File: src/rtl/core/alt_pkg.sv
// Shared types and constants for the annotation list tokenizer.
// No dependencies; every other file in rtl/core except alt_if refers to this package.
`timescale 1ns / 1ps

package alt_pkg;

  // Separator and number-format bytes
  localparam logic [7:0] BYTE_NUL     = 8'd0;
  localparam logic [7:0] BYTE_ANN_SEP = 8'd20;
  localparam logic [7:0] BYTE_DUR_SEP = 8'd21;
  localparam logic [7:0] CHAR_PLUS    = 8'h2B;
  localparam logic [7:0] CHAR_MINUS   = 8'h2D;
  localparam logic [7:0] CHAR_DOT     = 8'h2E;
  localparam logic [7:0] CHAR_ZERO    = 8'h30;
  localparam logic [7:0] CHAR_NINE    = 8'h39;

  // Token tags carried on the result channel
  typedef enum logic [2:0] {
    TK_PAD        = 3'd0,
    TK_ONSET_CHAR = 3'd1,
    TK_ONSET_END  = 3'd2,
    TK_DUR_CHAR   = 3'd3,
    TK_DUR_END    = 3'd4,
    TK_TEXT_CHAR  = 3'd5,
    TK_ANN_END    = 3'd6,
    TK_LIST_END   = 3'd7
  } kind_t;

  // One input beat as held in the input register
  typedef struct packed {
    logic [7:0] data_byte;
    logic       last_in_section;
  } item_t;

  // One tagged result as held in the result register
  typedef struct packed {
    kind_t      token_kind;
    logic [7:0] byte_out;
    logic       field_ok;
    logic       text_empty;
    logic       section_cut;
  } result_t;

endpackage

File: src/rtl/core/alt_if.sv
// Valid/ready channel interfaces for the annotation list tokenizer.
// Depends on nothing; payload widths follow the byte and token formats.
`timescale 1ns / 1ps

interface alt_byte_if;
  logic       valid;
  logic       ready;
  logic [7:0] data_byte;
  logic       last_in_section;

  modport source (output valid, output data_byte, output last_in_section, input ready);
  modport sink   (input valid, input data_byte, input last_in_section, output ready);
endinterface

interface alt_token_if;
  logic       valid;
  logic       ready;
  logic [2:0] token_kind;
  logic [7:0] byte_out;
  logic       field_ok;
  logic       text_empty;
  logic       section_cut;

  modport source (output valid, output token_kind, output byte_out, output field_ok,
                  output text_empty, output section_cut, input ready);
  modport sink   (input valid, input token_kind, input byte_out, input field_ok,
                  input text_empty, input section_cut, output ready);
endinterface

File: src/rtl/core/alt_tagger.sv
// Tagging logic: list phase and number-format flags, plus the result register.
// Depends on alt_pkg for byte constants, token kinds and the item/result structs.
`timescale 1ns / 1ps

module alt_tagger (
  input  logic            clk,
  input  logic            rst,
  input  logic            adv,
  input  alt_pkg::item_t  item,
  output alt_pkg::result_t result
);

  typedef enum logic [2:0] {
    PH_ONSET_START = 3'd0,
    PH_ONSET       = 3'd1,
    PH_DURATION    = 3'd2,
    PH_TEXT        = 3'd3,
    PH_PAD         = 3'd4
  } phase_t;

  phase_t phase, phase_next;
  logic   dot_seen, dot_seen_next;
  logic   last_was_dot, last_was_dot_next;
  logic   field_bad, field_bad_next;
  logic   text_seen, text_seen_next;

  alt_pkg::kind_t kind;
  logic           ok, empty, cut;
  logic [7:0]     b;
  logic           is_nul, is_ann_sep, is_dur_sep, is_digit, is_dot, is_sign;

  // Classify the current byte
  always_comb begin
    b          = item.data_byte;
    is_nul     = (b == alt_pkg::BYTE_NUL);
    is_ann_sep = (b == alt_pkg::BYTE_ANN_SEP);
    is_dur_sep = (b == alt_pkg::BYTE_DUR_SEP);
    is_digit   = (b >= alt_pkg::CHAR_ZERO) && (b <= alt_pkg::CHAR_NINE);
    is_dot     = (b == alt_pkg::CHAR_DOT);
    is_sign    = (b == alt_pkg::CHAR_PLUS) || (b == alt_pkg::CHAR_MINUS);
  end

  // Tag the byte and work out the next phase and flags
  always_comb begin
    phase_next        = phase;
    dot_seen_next     = dot_seen;
    last_was_dot_next = last_was_dot;
    field_bad_next    = field_bad;
    text_seen_next    = text_seen;
    kind              = alt_pkg::TK_PAD;
    ok                = 1'b0;
    empty             = 1'b0;
    cut               = 1'b0;

    case (phase)
      PH_ONSET_START: begin
        dot_seen_next     = 1'b0;
        last_was_dot_next = 1'b0;
        field_bad_next    = 1'b0;
        text_seen_next    = 1'b0;
        if (is_nul) begin
          kind       = alt_pkg::TK_PAD;
          phase_next = PH_PAD;
        end else if (is_ann_sep || is_dur_sep) begin
          // empty onset: no sign, so never valid
          kind       = alt_pkg::TK_ONSET_END;
          phase_next = is_dur_sep ? PH_DURATION : PH_TEXT;
        end else begin
          kind           = alt_pkg::TK_ONSET_CHAR;
          field_bad_next = !is_sign;
          phase_next     = PH_ONSET;
        end
      end
      PH_ONSET, PH_DURATION: begin
        if ((phase == PH_ONSET) && (is_ann_sep || is_dur_sep)) begin
          kind       = alt_pkg::TK_ONSET_END;
          ok         = !field_bad && !last_was_dot;
          phase_next = is_dur_sep ? PH_DURATION : PH_TEXT;
        end else if ((phase == PH_DURATION) && is_ann_sep) begin
          kind       = alt_pkg::TK_DUR_END;
          ok         = !field_bad;
          phase_next = PH_TEXT;
        end else begin
          kind = (phase == PH_ONSET) ? alt_pkg::TK_ONSET_CHAR : alt_pkg::TK_DUR_CHAR;
        end

        if (phase_next != phase) begin
          // field closed: drop its flags
          dot_seen_next     = 1'b0;
          last_was_dot_next = 1'b0;
          field_bad_next    = 1'b0;
          text_seen_next    = 1'b0;
        end else if (is_dot && !dot_seen) begin
          dot_seen_next     = 1'b1;
          last_was_dot_next = 1'b1;
        end else if (is_digit) begin
          last_was_dot_next = 1'b0;
        end else begin
          field_bad_next    = 1'b1;
          last_was_dot_next = 1'b0;
        end
      end
      PH_TEXT: begin
        if (is_ann_sep) begin
          kind           = alt_pkg::TK_ANN_END;
          empty          = !text_seen;
          text_seen_next = 1'b0;
        end else if (is_nul && !text_seen) begin
          // zero right after a separator closes the list
          kind              = alt_pkg::TK_LIST_END;
          dot_seen_next     = 1'b0;
          last_was_dot_next = 1'b0;
          field_bad_next    = 1'b0;
          text_seen_next    = 1'b0;
          phase_next        = PH_ONSET_START;
        end else begin
          kind           = alt_pkg::TK_TEXT_CHAR;
          text_seen_next = 1'b1;
        end
      end
      default: begin
        kind       = alt_pkg::TK_PAD;
        phase_next = PH_PAD;
      end
    endcase

    // Section end: flag an unfinished list and start over
    if (item.last_in_section) begin
      cut               = (phase_next != PH_ONSET_START) && (phase_next != PH_PAD);
      phase_next        = PH_ONSET_START;
      dot_seen_next     = 1'b0;
      last_was_dot_next = 1'b0;
      field_bad_next    = 1'b0;
      text_seen_next    = 1'b0;
    end
  end

  // Hold state and the result register; advance on each moved beat
  always_ff @(posedge clk) begin
    if (rst) begin
      phase        <= PH_ONSET_START;
      dot_seen     <= 1'b0;
      last_was_dot <= 1'b0;
      field_bad    <= 1'b0;
      text_seen    <= 1'b0;
    end else if (adv) begin
      phase              <= phase_next;
      dot_seen           <= dot_seen_next;
      last_was_dot       <= last_was_dot_next;
      field_bad          <= field_bad_next;
      text_seen          <= text_seen_next;
      result.token_kind  <= kind;
      result.byte_out    <= b;
      result.field_ok    <= ok;
      result.text_empty  <= empty;
      result.section_cut <= cut;
    end
  end

endmodule

File: src/rtl/core/annotation_list_tokenizer.sv
// Top level of the annotation list tokenizer: input register, tagger, result channel.
// Depends on alt_pkg, alt_byte_if / alt_token_if and alt_tagger.
`timescale 1ns / 1ps

// Usage
//   byte_ch  : one beat per byte of a record's annotation section; set
//              last_in_section on the final byte of the section.
//   token_ch : one beat per input byte, in order, carrying its tag (padding,
//              onset/duration char or end, text char, annotation end, list
//              end), the byte itself, the format check at field ends, the
//              empty-text flag at annotation ends and the cut flag on the
//              section's last byte.
//   Throughput: one byte per cycle while token_ch.ready is high; the phase
//   register and its flags are updated as each byte moves on, so consecutive
//   bytes never wait on each other. Path: a byte accepted is held in the
//   input register, then tagged into the result register and offered on
//   token_ch from then on.
//   Stall: while token_ch.ready is low the result is held, one more byte is
//   taken into the input register, and then byte_ch.ready drops.
//   Reset: synchronous; both stages empty, phase back to onset start,
//   all format flags cleared.
module annotation_list_tokenizer (
  input logic          clk,
  input logic          rst,
  alt_byte_if.sink     byte_ch,
  alt_token_if.source  token_ch
);

  logic             in_valid;
  alt_pkg::item_t   in_item;
  logic             out_valid;
  logic             adv;
  alt_pkg::result_t result;

  // Move the held byte into the result stage when that stage is free
  assign adv           = in_valid && (!out_valid || token_ch.ready);
  assign byte_ch.ready = !in_valid || adv;

  // Hold stage occupancy
  always_ff @(posedge clk) begin
    if (rst) begin
      in_valid  <= 1'b0;
      out_valid <= 1'b0;
    end else begin
      if (byte_ch.ready) begin
        in_valid <= byte_ch.valid;
      end
      if (adv) begin
        out_valid <= 1'b1;
      end else if (token_ch.ready) begin
        out_valid <= 1'b0;
      end
    end
  end

  // Capture the input beat
  always_ff @(posedge clk) begin
    if (byte_ch.valid && byte_ch.ready) begin
      in_item.data_byte       <= byte_ch.data_byte;
      in_item.last_in_section <= byte_ch.last_in_section;
    end
  end

  alt_tagger u_tagger (
    .clk    (clk),
    .rst    (rst),
    .adv    (adv),
    .item   (in_item),
    .result (result)
  );

  // Drive the result channel
  assign token_ch.valid       = out_valid;
  assign token_ch.token_kind  = result.token_kind;
  assign token_ch.byte_out    = result.byte_out;
  assign token_ch.field_ok    = result.field_ok;
  assign token_ch.text_empty  = result.text_empty;
  assign token_ch.section_cut = result.section_cut;

  // A format verdict only accompanies a field end
  a_ok_at_field_end : assert property (@(posedge clk) disable iff (rst)
    (out_valid && result.field_ok) |->
      (result.token_kind == alt_pkg::TK_ONSET_END ||
       result.token_kind == alt_pkg::TK_DUR_END))
    else $error("field_ok outside a field end");

  // An empty-text flag only accompanies an annotation end
  a_empty_at_ann_end : assert property (@(posedge clk) disable iff (rst)
    (out_valid && result.text_empty) |-> (result.token_kind == alt_pkg::TK_ANN_END))
    else $error("text_empty outside an annotation end");

  // A closed list or padding is never reported as cut
  a_cut_not_closed : assert property (@(posedge clk) disable iff (rst)
    (out_valid && result.section_cut) |->
      (result.token_kind != alt_pkg::TK_LIST_END && result.token_kind != alt_pkg::TK_PAD))
    else $error("section_cut on list end or padding");

  // A stalled result with a full input stage blocks new bytes
  a_backpressure : assert property (@(posedge clk) disable iff (rst)
    (in_valid && out_valid && !token_ch.ready) |-> !byte_ch.ready)
    else $error("byte accepted while both stages are full");

  // Stages come up empty after reset
  a_reset_empty : assert property (@(posedge clk)
    rst |=> (!in_valid && !out_valid))
    else $error("stage valid after reset");

endmodule

File: src/flat_wrapper.sv
// flat-port wrapper written by rule: the top's interface ports become plain ports
module annotation_list_tokenizer_flat 
  (clk, rst, byte_ch_valid, byte_ch_data_byte, byte_ch_last_in_section, byte_ch_ready, token_ch_valid, token_ch_token_kind, token_ch_byte_out, token_ch_field_ok, token_ch_text_empty, token_ch_section_cut, token_ch_ready);
  alt_byte_if byte_ch_i ();
  alt_token_if token_ch_i ();
  input logic clk;
  input logic rst;
  input wire logic [$bits(byte_ch_i.valid)-1:0] byte_ch_valid;
  input wire logic [$bits(byte_ch_i.data_byte)-1:0] byte_ch_data_byte;
  input wire logic [$bits(byte_ch_i.last_in_section)-1:0] byte_ch_last_in_section;
  output wire logic [$bits(byte_ch_i.ready)-1:0] byte_ch_ready;
  output wire logic [$bits(token_ch_i.valid)-1:0] token_ch_valid;
  output wire logic [$bits(token_ch_i.token_kind)-1:0] token_ch_token_kind;
  output wire logic [$bits(token_ch_i.byte_out)-1:0] token_ch_byte_out;
  output wire logic [$bits(token_ch_i.field_ok)-1:0] token_ch_field_ok;
  output wire logic [$bits(token_ch_i.text_empty)-1:0] token_ch_text_empty;
  output wire logic [$bits(token_ch_i.section_cut)-1:0] token_ch_section_cut;
  input wire logic [$bits(token_ch_i.ready)-1:0] token_ch_ready;
  assign byte_ch_i.valid = byte_ch_valid;
  assign byte_ch_i.data_byte = byte_ch_data_byte;
  assign byte_ch_i.last_in_section = byte_ch_last_in_section;
  assign byte_ch_ready = byte_ch_i.ready;
  assign token_ch_valid = token_ch_i.valid;
  assign token_ch_token_kind = token_ch_i.token_kind;
  assign token_ch_byte_out = token_ch_i.byte_out;
  assign token_ch_field_ok = token_ch_i.field_ok;
  assign token_ch_text_empty = token_ch_i.text_empty;
  assign token_ch_section_cut = token_ch_i.section_cut;
  assign token_ch_i.ready = token_ch_ready;
  annotation_list_tokenizer u_core (.clk(clk), .rst(rst), .byte_ch(byte_ch_i), .token_ch(token_ch_i));
endmodule
File: config.mk
export PLATFORM = sky130hd
export DESIGN_NAME = annotation_list_tokenizer_flat
export DESIGN_NICKNAME = d
export VERILOG_FILES = /design/src/rtl/core/alt_pkg.sv /design/src/rtl/core/alt_if.sv /design/src/rtl/core/alt_tagger.sv /design/src/rtl/core/annotation_list_tokenizer.sv /design/src/flat_wrapper.sv
export SDC_FILE = /design/constraint.sdc
export NUM_CORES = 1
export LEC_CHECK = 0
export BUFFER_PORTS_ARGS = -buffer_cell sky130_fd_sc_hd__buf_2
export CAP_MARGIN = 0
export CORE_MARGIN = 2
export CORE_UTILIZATION = 48
export DETAILED_ROUTE_END_ITERATION = 10
export GPL_TIMING_DRIVEN = 1
export PLACE_DENSITY_LB_ADDON = 0.08
export SLEW_MARGIN = 20
export SYNTH_ARGS = -nofsm -noshare
export SYNTH_HDL_FRONTEND = slang
export SYNTH_SLANG_ARGS = --single-unit
File: constraint.sdc
create_clock -name clk -period 2.3 [get_ports clk]
set_clock_uncertainty 0.15 [all_clocks]
set_input_delay 0 -clock clk [delete_from_list [all_inputs] [get_ports clk]]
set_output_delay 0 -clock clk [all_outputs]
set_load 0.005 [all_outputs]
# Word level (Yosys, flattened, before mapping)
# Index checks and enable logic that the tools add are counted.
[classes]
magnitude_cmp = 2
eq_ne = 16
muxes = 44
bitwise = 1
n_reduce_logical = 32
[ops]
columns = ["cell", "count"]
rows = [
  ["3-bit 2-to-1 mux", 9],
  ["8-bit by 6-bit equality test with 1-bit output, second input constant", 3],
  ["1-bit 2-to-1 mux", 23],
  ["3-bit case mux with 3 select lines", 2],
  ["8-bit by 5-bit equality test with 1-bit output, second input constant", 2],
  ["2-bit 2-to-1 mux", 6],
  ["4-bit by 3-bit inequality test with 1-bit output, second input constant", 3],
  ["1-bit case mux with 3 select lines", 4],
  ["1-bit logical AND", 9],
  ["3-bit by 2-bit inequality test with 1-bit output, second input constant", 3],
  ["8-bit by 6-bit >= comparator with 1-bit output, second input constant", 1],
  ["8-bit by 6-bit <= comparator with 1-bit output, second input constant", 1],
  ["8-bit logical NOT", 1],
  ["1-bit logical NOT", 7],
  ["3-bit by 2-bit equality test with 1-bit output, second input constant", 2],
  ["6-bit AND reduction", 1],
  ["5-bit AND reduction", 1],
  ["1-bit logical OR", 4],
  ["2-bit AND reduction", 2],
  ["4-bit AND reduction", 1],
  ["4-bit nonzero test", 1],
  ["3-bit by 1-bit equality test with 1-bit output, second input constant", 1],
  ["3-bit logical NOT", 1],
  ["3-bit inequality test", 1],
  ["6 further kinds", 6],
]
[word_totals]
regBits = 32
input_bits = 13

# Logic depth before layout (Yosys ltp)
# Gate-level depths: netlist of run 1.
[logic_depth]
ltp_word = 9
ltp_mapped = 7
ltp_nobuf = 5

# Cells and area by module
# From an unflattened synthesis of run 1, not the netlist that was laid out.
[unflattened]
cells_unflattened = 133
area_unflattened_um2 = 1555.2
[by_module_without_submodules]
columns = ["mod", "instances", "cells_each", "area_each_um2", "seq_area_each_um2"]
rows = [
  ["alt_tagger", 1, 114, 1181.1, 560.5],
  ["annotation_list_tokenizer", 1, 19, 374.1, 310.3],
]

# Worst setup path before layout of run 1
# OpenSTA, ideal clock, no wires.
[synth_timing]
kind = "register to register"
from = "register u_core.in_item[2] (netlist name)"
to = "register u_core.u_tagger.field_bad"
setup_ns = 0.119
arrival_ns = 1.926
required_ns = 2.031
slack_ns = 0.105
path_stages_with_launch = 6
n_path_buf = 0
period_less_slack_ns = 2.195
cell_sequence = "edfxtp_1 or4_4 or3_4 a32oi_1 nand2_1 o221a_2"
[synth_via]
elab_chain_len = 9
word_cells_on_any_way = 31
cone_classes = "order compare (2); eq/ne (10); mux (9); reduce/logical (10)"
[synth_rtl]
columns = ["item", "line", "source"]
rows = [
  ["start, declared", "annotation_list_tokenizer.sv:30", "alt_pkg::item_t in_item;"],
  ["8-bit by 5-bit equality test with 1-bit output, on equally long branches", "alt_tagger.sv:36, alt_tagger.sv:37", ""],
  ["1-bit logical AND or 1-bit logical OR (tied branches)", "alt_tagger.sv:79, alt_tagger.sv:64, alt_tagger.sv:75", ""],
  ["3-bit 2-to-1 mux or 1-bit logical AND (tied branches)", "alt_tagger.sv:79, alt_tagger.sv:75", ""],
  ["3-bit 2-to-1 mux", "alt_tagger.sv:75", "if ((phase == PH_ONSET) && (is_ann_sep || is_dur_sep)) begin"],
  ["3-bit 2-to-1 mux", "alt_tagger.sv:55", "case (phase)"],
  ["3-bit inequality test", "alt_tagger.sv:87", "if (phase_next != phase) begin"],
  ["1-bit 2-to-1 mux", "alt_tagger.sv:87", ""],
  ["1-bit case mux with 3 select lines", "alt_tagger.sv:55", ""],
  ["1-bit 2-to-1 mux", "alt_tagger.sv:128", "if (item.last_in_section) begin"],
  ["end signal, assigned", "alt_tagger.sv:150", "field_bad <= field_bad_next;"],
  ["end, declared", "alt_tagger.sv:24", "logic field_bad, field_bad_next;"],
]
# Several ways; a longest one is shown, not always the timed one. The select of a mux whose other input is x is not followed.
# A chain may end at the register's enable or synchronous reset.

# Final worst setup path of run 1
# Ends and elaborated chain as after synthesis.

==> results.toml, run 1 <==
[timing]
setup_viol = 0
finalCritPeriodShare_pct = 97.0
fmax_ghz = 0.448
slew_headroom_pct = 71.4
fin_tns_setup_ns = 0
rsz0062_at_grt = "false"
tightest_slew_ns = 0.428
slew_viol_final = 0
hold_violations = 0
min_period_ns = 2.23

[worst_setup_path]
reg2reg_depth = 5
critPathLaunch = "u_core.in_item[2]$_DFFE_PP_"
critPathMaxStageDelay_ns = 0.57
endpoint = "u_core.u_tagger.field_bad$_SDFFE_PP0P_"
worstSetupPathType = "flip-flop to flip-flop"
crit_fanout = 5
critical_path.slowest_cell = "or4_4"
crit_path_end_kind = "flip-flop"
required_ns = 2.40
arrival_ns = 2.33
r2r_slack_ns = 0.07
crit_chain = "or4_4, or3_4, a32oi_2, nand2_1, o221a_2"
reg2reg_from = "u_core.in_item[2]$_DFFE_PP_"
setup.worst_path.start_class = "flip-flop"
reg2reg_to = "u_core.u_tagger.field_bad$_SDFFE_PP0P_"

[die]
fp-row-count = 19
die_x_um = 58.4
start_util_pct = 51.0
coreArea_um2 = 2780
die_h_um = 58.4
dieArea_um2 = 3410
io-pin-count = 29

[finish]
final_util_pct = 67.3
layout.cells.most_common = "buf_2"
final_cell_mix = "buf_2, edfxtp_1, nor2_1"
postLayoutCellArea_um2 = 1870
area_growth_pct = 31.8
diodes = 0
regArea_um2 = 871
fillers = 211
drive_gt1_share_pct = 27.7
multi_input_area_um2 = 519
final_nets = 196

[global_routing]
grt_pass1_vias = 1149
grtUsageTotal_pct = 22.1
grt_max_degree = 15
grt-ovfl-total = 0
antenna_found_initial = 0
grt_pass1_wl_um = 5440

[synth]
yosys_warnings = 0
avgSynthCellArea_um2 = 10.9
ys_ff_latch = 32
synth_cells = 130
synth.distinct_cells = 33
synth_nets = 143
seq_area_frac_synth_pct = 61.4
syn_area_um2 = 1420

[detailed_routing]
drc = 0
wire_per_inst_um = 15.3
drtIter0Drc = 47
drt_wl_total_um = 3290
ant_nets = 0
route.vias.total = 1218
via_per_inst = 5.67
drt_pass1_iterations = 5

[placement]
place.gp.congestion = 0.881
placed_cell_area_um2 = 1650
place.port_buffers = 28
dp_hpwl_um = 2190

[outcome]
status = "complete, no violations"

[clock_network]
root_buffer = "clkbuf_4"
clockBufferDepth = 2
htreeDepth = 2
cts_tree = "yes"
clkLatencyLatePin_ns = 0.34
cts_sinks = 32
path_clk_slew_ns = 0.11
numCtsBuffers = 5

[power]
leakagePower_nw = 0.688
power.density_nw_per_um2 = 611
power_mw = 1.14
irDropWorstVdd_mv = 0.537

[hold_path]
min_path_type = "input pin to flip-flop"

[flow_run]
drv_cap = 0
## registers in the layout (all words and copies together), names as in the netlist
name                          cells
u_core.u_tagger.field_bad         1
u_core.u_tagger.dot_seen          1
u_core.token_ch.valid             1
u_core.in_item                    9
u_core.u_tagger.result           14
u_core.u_tagger.last_was_dot      1
u_core.u_tagger.text_seen         1
u_core.u_tagger.phase             3
u_core.in_valid                   1
## critical path: cells and delay by family (launching register included)
family	cells	cell delay [ns]
flops	1	0.41
compound gates	2	0.50
simple gates	3	1.08
## through the flow
step,setup slack [ns],instances,hold WS (ns)
final,0.0699,215,0.215
after global routing,0.00860,215,0.206
after CTS,0.0454,215,0.210
after detailed placement,0.0546,193,0.0281
after global placement,0.0978,193,0.0280
after floorplan,0.105,130,-0.0511
## report_power, final
| part | switching [mW] | leakage [nW] | total (mW) | internal, mW |
|---|---|---|---|---|
| logic | 0.0553 | 0.361 | 0.111 | 0.0555 |
| registers | 0.0148 | 0.286 | 0.654 | 0.639 |
| clock network | 0.195 | 0.0404 | 0.379 | 0.184 |
## routing by layer
layer	vias to the layer above	part of all wire, %	global-route usage (%)	wire (µm)
met5	-	0	0	0
li1	602	-	-	-
met1	552	43	26.3	1410
met4	0	1.8	8.97	60
met2	56	49	36.6	1610
met3	8	6.5	7.47	213
## logic make-up after synthesis
group | after synthesis | share of synthesized area [%]
buf+inv | 10 | 2.73
flops | 32 | 61.4
simple gates | 52 | 18.6
compound gates | 35 | 16.7
xor+xnor | 1 | 0.617
## cell usage after synthesis
cell type  count  share of area (%)
a32oi_1        1               0.62
clkbuf_1       5                1.3
o21ai_0        7                2.5
a31oi_1        2               0.88
nor3_1         2               0.71
a32o_1         1               0.71
nor2_1        17                4.5
edfxtp_1      23                 49
nor4_1         5                2.2
o221a_2        1               0.79
clkbuf_2       1               0.35
nor2b_1        2               0.88
o31ai_1        1               0.53
a21oi_1        8                2.8
a221oi_1       1               0.62
o2bb2ai_1      1               0.62
nand3b_1       1               0.53
or3_4          1               0.79
dfxtp_1        9                 13
nand4_1        4                1.8
o32ai_1        2                1.2
nand2_1       12                3.2
o22ai_1        3                1.3
or3_1          1               0.44
or4_4          1               0.79
and2_1         1               0.44
nand4b_1       1               0.62
o311a_2        1               0.79
a2111oi_0      1               0.62
a211oi_1       5                2.6
nand2b_1       4                1.8
inv_1          4                1.1
xnor2_1        1               0.62
## timing repair
item                                   4_1_cts  5_1_grt
hold buffers                                14        0
resized for setup                            0        2
setup endpoints to repair                    0        2
endpoints found under the hold margin       18        0
buffers inserted                             0        0
## area by class of cell
type	count	share of cell area, %
Multi-Input combinational cell	88	27.8
Timing Repair Buffer	52	19.0
Clock inverter	1	0.268
Tap cell	31	2.07
Clock buffer	7	3.55
Inverter	4	0.803
Sequential cell	32	46.6
## worst min path at each step
stage                                       start                          end  slack, ns  depth (start not counted)
after detailed placement     byte_ch_data_byte[1]  u_core.in_item[2]$_DFFE_PP_       0.03                          1
final                        byte_ch_data_byte[1]  u_core.in_item[2]$_DFFE_PP_       0.21                          2
after CTS                    byte_ch_data_byte[1]  u_core.in_item[2]$_DFFE_PP_       0.21                          2
after floorplan           byte_ch_last_in_section  u_core.in_item[0]$_DFFE_PP_      -0.05                          0
after global routing         byte_ch_data_byte[0]  u_core.in_item[1]$_DFFE_PP_       0.21                          2
after global placement       byte_ch_data_byte[6]  u_core.in_item[7]$_DFFE_PP_       0.03                          1
(Power assumes the default switching activity.)
==> run 2: changes to the inputs <==
--- a/config.mk
+++ b/config.mk
@@ -8,10 +8,12 @@
 export BUFFER_PORTS_ARGS = -buffer_cell sky130_fd_sc_hd__buf_2
 export CAP_MARGIN = 0
 export CORE_MARGIN = 2
-export CORE_UTILIZATION = 48
+export CORE_UTILIZATION = 39
 export DETAILED_ROUTE_END_ITERATION = 10
 export GPL_TIMING_DRIVEN = 1
 export PLACE_DENSITY_LB_ADDON = 0.08
+export SETUP_SLACK_MARGIN = 0.2
+export SKIP_LAST_GASP = 1
 export SLEW_MARGIN = 20
 export SYNTH_ARGS = -nofsm -noshare
 export SYNTH_HDL_FRONTEND = slang
==> run 2 against run 1 <==
Combinational power hardly changed. Critical path depth stayed put. Cell area is 1.9% higher. Sequential share of layout area is 0.86 points lower. Hold slack better by 0.0081 ns. Clock power is 21% lower. Critical endpoint unchanged. Largest power group unchanged.
==> results.toml, run 2 (synthesis results as in run 1) <==
[global_routing]
use_met2_pct = 24.5
grtUsageTotal_pct = 16.1
grt-ovfl-total = 0
grt_max_degree = 15
groute.layer.met1.usage_pct = 21.5
grtUsageMet3_pct = 4.75
grt_busiest_layer = "met2"
grt_pass1_wl_um = 5030
grt_pass1_vias = 1106
antenna_found_initial = 0

[finish]
top_register = "u_core.u_tagger.result"
final_nets = 197
area_growth_pct = 34.3
top_regs = "u_core.u_tagger.result x14, u_core.in_item x9, u_core.u_tagger.phase x3"
fillers = 318
diodes = 0
layout.cells.most_common = "buf_2"
final_util_pct = 55.8
postLayoutCellArea_um2 = 1910
drive_gt1_share_pct = 28.6
final_cell_mix = "buf_2, edfxtp_1, nor2_1"
largest_reg_flops = 14

[die]
die_x_um = 64.3
die_h_um = 64.3
start_util_pct = 41.5
fp-row-count = 21
dieArea_um2 = 4140
io-pin-count = 29
coreArea_um2 = 3420

[placement]
placed_cell_area_um2 = 1670
place.gp.congestion = 0.905
place.port_buffers = 28
dp_hpwl_um = 2080

[clock_network]
numCtsBuffers = 5
root_buffer = "clkbuf_4"
cts_sinks = 32
cts_tree = "yes"
path_clk_slew_ns = 0.10
htreeDepth = 2
clockBufferDepth = 2
clkLatencyLatePin_ns = 0.33

[detailed_routing]
drt_wl_total_um = 3020
drtIter0Drc = 30
wire_per_inst_um = 13.1
via_per_inst = 5.28
drt_pass1_iterations = 4
route.vias.total = 1220
ant_nets = 0
drc = 0

[outcome]
status = "complete, no violations"

[worst_setup_path]
crit_fanout = 5
reg2reg_to = "u_core.u_tagger.field_bad$_SDFFE_PP0P_"
required_ns = 2.44
worstSetupPathType = "flip-flop to flip-flop"
reg2reg_from = "u_core.in_item[7]$_DFFE_PP_"
r2r_slack_ns = 0.13
setup.worst_path.start_class = "flip-flop"
reg2reg_depth = 5
arrival_ns = 2.31
crit_path_end_kind = "flip-flop"

[flow_run]
drv_cap = 0

[timing]
min_period_ns = 2.17
setup_viol = 0
slew_headroom_pct = 66.2
slew_viol_final = 0
finalCritPeriodShare_pct = 94.4
hold_violations = 0
tightest_slew_ns = 0.495
fin_tns_setup_ns = 0
rsz0062_at_grt = "true"
fmax_ghz = 0.461

[power]
p_comb_share_pct = 10.5
clkPwrFrac_pct = 28.0
switching_power_mw = 0.256
intPower_mw = 0.808
power_mw = 1.06
switching_share_pct = 24.0
seq_power_share_pct = 61.5
power.density_nw_per_um2 = 558
irDropWorstVdd_mv = 0.338
leakagePower_nw = 0.684

[hold_path]
hold_start = "byte_ch_data_byte[1]"
hold_end = "u_core.in_item[2]$_DFFE_PP_"
whs_path_depth = 2
min_path_type = "input pin to flip-flop"
run 2: changes by cell type in the layout (fill, tap and decap cells not counted), sizes merged:
cell    before  now
clkbuf       7    5
clkinv       1    3
buf         38   39
run 2: cell type report:
cell class,count,area [µm²],area share [%]
clock buffers,5,37.5,1.97
well taps,46,57.6,3.02
multi-input cells,88,548,28.8
repair buffers,53,363,19.0
clock inverters,3,13.8,0.722
flip-flops and latches,32,871,45.7
inverters,4,15.0,0.788
run 2: power groups by stage:
stage	sequential, mW	clock (mW)	combinational [mW]
after CTS	0.653	0.308	0.109
after floorplan	0.667	0	0.0490
after global placement	0.666	0	0.0883
after detailed placement	0.666	0	0.0891
final	0.653	0.298	0.112
after global routing	0.656	0.338	0.125
run 2: worst max-delay path, stage by stage, from the launching register on:
cell and delay [ns]:
edfxtp_1 0.41, or4_4 0.59, or3_4 0.39, a32o_1 0.26, a31oi_1 0.14, o221a_2 0.18
run 2: metrics by stage:
stage | cells | setup slack [ns] | hold slack, ns
after floorplan | 130 | 0.214 | -0.0511
after global placement | 206 | 0.181 | 0.0265
after detailed placement | 206 | 0.164 | 0.0281
after CTS | 230 | 0.175 | 0.205
after global routing | 231 | 0.0866 | 0.212
final | 231 | 0.129 | 0.223
run 2: worst max path at each step:
stage,cells past startpoint,slack (ns),endpoint,from
6_report,5,0.13,u_core.u_tagger.field_bad$_SDFFE_PP0P_,u_core.in_item[7]$_DFFE_PP_
4_1_cts,5,0.17,u_core.u_tagger.field_bad$_SDFFE_PP0P_,u_core.in_item[2]$_DFFE_PP_
2_1_floorplan,5,0.21,u_core.u_tagger.field_bad$_SDFFE_PP0P_,u_core.in_item[4]$_DFFE_PP_
3_5_place_dp,5,0.16,u_core.u_tagger.field_bad$_SDFFE_PP0P_,u_core.in_item[7]$_DFFE_PP_
3_3_place_gp,5,0.18,u_core.u_tagger.field_bad$_SDFFE_PP0P_,u_core.in_item[7]$_DFFE_PP_
5_1_grt,5,0.09,u_core.u_tagger.field_bad$_SDFFE_PP0P_,u_core.in_item[7]$_DFFE_PP_
run 2: metal layers:
layer	routed length (µm)	part of all wire, %
met1	1380	46
met2	1420	47
met3	170	5.6
met4	47	1.6
met5	0	0
run 2: timing repair:
action | CTS | global route
gates resized for setup | 0 | 4
hold endpoints to repair | 18 | 0
pin swaps | 2 | 4
hold buffers | 14 | 0
endpoints found under the setup margin | 2 | 6
buffers inserted | 2 | 1
==> run 3: changes to the inputs <==
--- a/config.mk
+++ b/config.mk
@@ -7,8 +7,10 @@
 export LEC_CHECK = 0
 export BUFFER_PORTS_ARGS = -buffer_cell sky130_fd_sc_hd__buf_2
 export CAP_MARGIN = 0
+export CELL_PAD_IN_SITES_DETAIL_PLACEMENT = 0
+export CELL_PAD_IN_SITES_GLOBAL_PLACEMENT = 1
 export CORE_MARGIN = 2
-export CORE_UTILIZATION = 39
+export CORE_UTILIZATION = 37
 export DETAILED_ROUTE_END_ITERATION = 10
 export GPL_TIMING_DRIVEN = 1
 export PLACE_DENSITY_LB_ADDON = 0.08
==> run 3 against run 2 <==
Die area grew 5.1%. Critical path depth is the same. First-iteration DRC count grew 97%. Clock-buffer cell count grew 1. Hold slack gained 0.038 ns. Global-route usage grew 0.24 points. Utilization shrank 2.0 points. Register-to-register slack is essentially flat. Final cell count grew 0.87%. Wire length grew 5.9%. Critical endpoint unchanged.
==> results.toml, run 3 (synthesis results as in run 1) <==
[outcome]
status = "complete, no violations"

[flow_run]
drv_cap = 0

[finish]
largest_reg_flops = 14
diodes = 0
area_growth_pct = 38.9
final_cell_mix = "buf_2, edfxtp_1, nor2_1"
final_nets = 197
drive_gt1_share_pct = 28.6
top_register = "u_core.u_tagger.result"
layout.cells.most_common = "buf_2"
top_regs = "u_core.u_tagger.result x14, u_core.in_item x9, u_core.u_tagger.phase x3"

[hold_path]
min_path_type = "input pin to flip-flop"
whs_path_depth = 2
hold_end = "u_core.in_item[6]$_DFFE_PP_"
hold_start = "byte_ch_data_byte[5]"

[power]
intPower_mw = 1.02
irDropWorstVdd_mv = 0.372
p_comb_share_pct = 8.8
switching_power_mw = 0.276
power_mw = 1.30
leakagePower_nw = 0.716
clkPwrFrac_pct = 40.6
switching_share_pct = 21.3
seq_power_share_pct = 50.6
power.density_nw_per_um2 = 658

[global_routing]
grt_pass1_vias = 1154
grt_max_degree = 15
grt_pass1_wl_um = 5250
grt-ovfl-total = 0
grtUsageTotal_pct = 16.3
antenna_found_initial = 0

[clock_network]
cts_tree = "yes"
clkLatencyLatePin_ns = 0.29
htreeDepth = 2
path_clk_slew_ns = 0.07
numCtsBuffers = 5
cts_sinks = 32
clockBufferDepth = 2
root_buffer = "clkbuf_8"

[worst_setup_path]
crit_fanout = 5
arrival_ns = 2.25
crit_path_end_kind = "flip-flop"
crit_chain = "or4_4, or3_4, a32o_2, a31oi_1, o221a_2"
required_ns = 2.39
critPathMaxStageDelay_ns = 0.57
path_buf_inv = 0
worst-path-stages = 5
reg2reg_to = "u_core.u_tagger.field_bad$_SDFFE_PP0P_"
reg2reg_depth = 5
critical_path.slowest_cell = "or4_4"
r2r_slack_ns = 0.14
crit_family = "simple AND/OR/NAND/NOR gates"
worstSetupPathType = "flip-flop to flip-flop"
setup.worst_path.start_class = "flip-flop"
reg2reg_from = "u_core.in_item[2]$_DFFE_PP_"

[timing]
tightest_slew_ns = 0.396
slew_headroom_pct = 73.4
fin_tns_setup_ns = 0
setup_slack_ns = 0.141
hold_violations = 0
setup_viol = 0
finalCritPeriodShare_pct = 93.9
slew_viol_final = 0
rsz0062_at_grt = "true"
min_period_ns = 2.16
fmax_ghz = 0.463

[placement]
dp_hpwl_um = 2230
dp_slack_ns = 0.133
place.port_buffers = 28
place.gp.congestion = 0.921

[die]
die_h_um = 65.9
coreArea_um2 = 3660
fp-row-count = 22
io-pin-count = 29
start_util_pct = 38.8
die_x_um = 65.9
dieArea_um2 = 4350

[detailed_routing]
via_per_inst = 5.26
drt_wl_total_um = 3200
route.vias.total = 1226
wire_per_inst_um = 13.7
ant_nets = 0
drtIter0Drc = 59
drt_pass1_iterations = 4
drc = 0
## run 3: worst max-delay path by stage
stage / startpoint / slack, ns / endpoint
6_report: u_core.in_item[2]$_DFFE_PP_ / 0.14 / u_core.u_tagger.field_bad$_SDFFE_PP0P_
5_1_grt: u_core.in_item[2]$_DFFE_PP_ / 0.06 / u_core.u_tagger.field_bad$_SDFFE_PP0P_
4_1_cts: u_core.in_item[7]$_DFFE_PP_ / 0.16 / u_core.u_tagger.field_bad$_SDFFE_PP0P_
3_5_place_dp: u_core.in_item[7]$_DFFE_PP_ / 0.13 / u_core.u_tagger.field_bad$_SDFFE_PP0P_
3_3_place_gp: u_core.in_item[7]$_DFFE_PP_ / 0.18 / u_core.u_tagger.field_bad$_SDFFE_PP0P_
2_1_floorplan: u_core.in_item[4]$_DFFE_PP_ / 0.21 / u_core.u_tagger.field_bad$_SDFFE_PP0P_
## run 3: area by class of cell
class,count,area [µm²]
Sequential cell,32,871
Fill cell,330,1690
Tap cell,48,60.1
Timing Repair Buffer,53,365
Clock buffer,6,72.6
Inverter,4,15.0
Clock inverter,2,35.0
Multi-Input combinational cell,88,552
## run 3: power by group through the flow
| stage | Combinational (mW) | Clock, mW | Sequential (mW) |
|---|---|---|---|
| final | 0.114 | 0.526 | 0.656 |
| after global routing | 0.127 | 0.558 | 0.658 |
| after CTS | 0.113 | 0.535 | 0.655 |
| after detailed placement | 0.0899 | 0 | 0.668 |
| after global placement | 0.0894 | 0 | 0.667 |
| after floorplan | 0.0490 | 0 | 0.667 |
## run 3: worst reg2reg max path, cell delays in order, from the launching register on
cell and delay [ns]:
edfxtp_1 0.41, or4_4 0.57, or3_4 0.39, a32o_2 0.27, a31oi_1 0.13, o221a_2 0.18
## run 3: repair_timing
item / in CTS / in global routing
hold buffers: 15 / 0
gates cloned: 0 / 0
pin swaps: 1 / 2
gates resized for setup: 2 / 4
endpoints found under the setup margin: 5 / 7
endpoints found under the hold margin: 17 / 0
buffers inserted: 1 / 0
## run 3: routing by layer
layer  track usage (%)  share of wire [%]
met5                 0                  0
met4              9.64                3.5
met3              5.11                4.9
met2              24.0                 44
met1              20.9                 47
## run 3: metrics by stage
stage	utilization [%]	hold WS [ns]	cell area [µm²]	std cells
2_1_floorplan	-	-0.0511	1430	130
3_3_place_gp	45.8	0.0275	1680	209
3_5_place_dp	45.8	0.0283	1680	209
6_report	53.8	0.261	1970	233
4_1_cts	53.6	0.255	1960	233
5_1_grt	53.8	0.264	1970	233
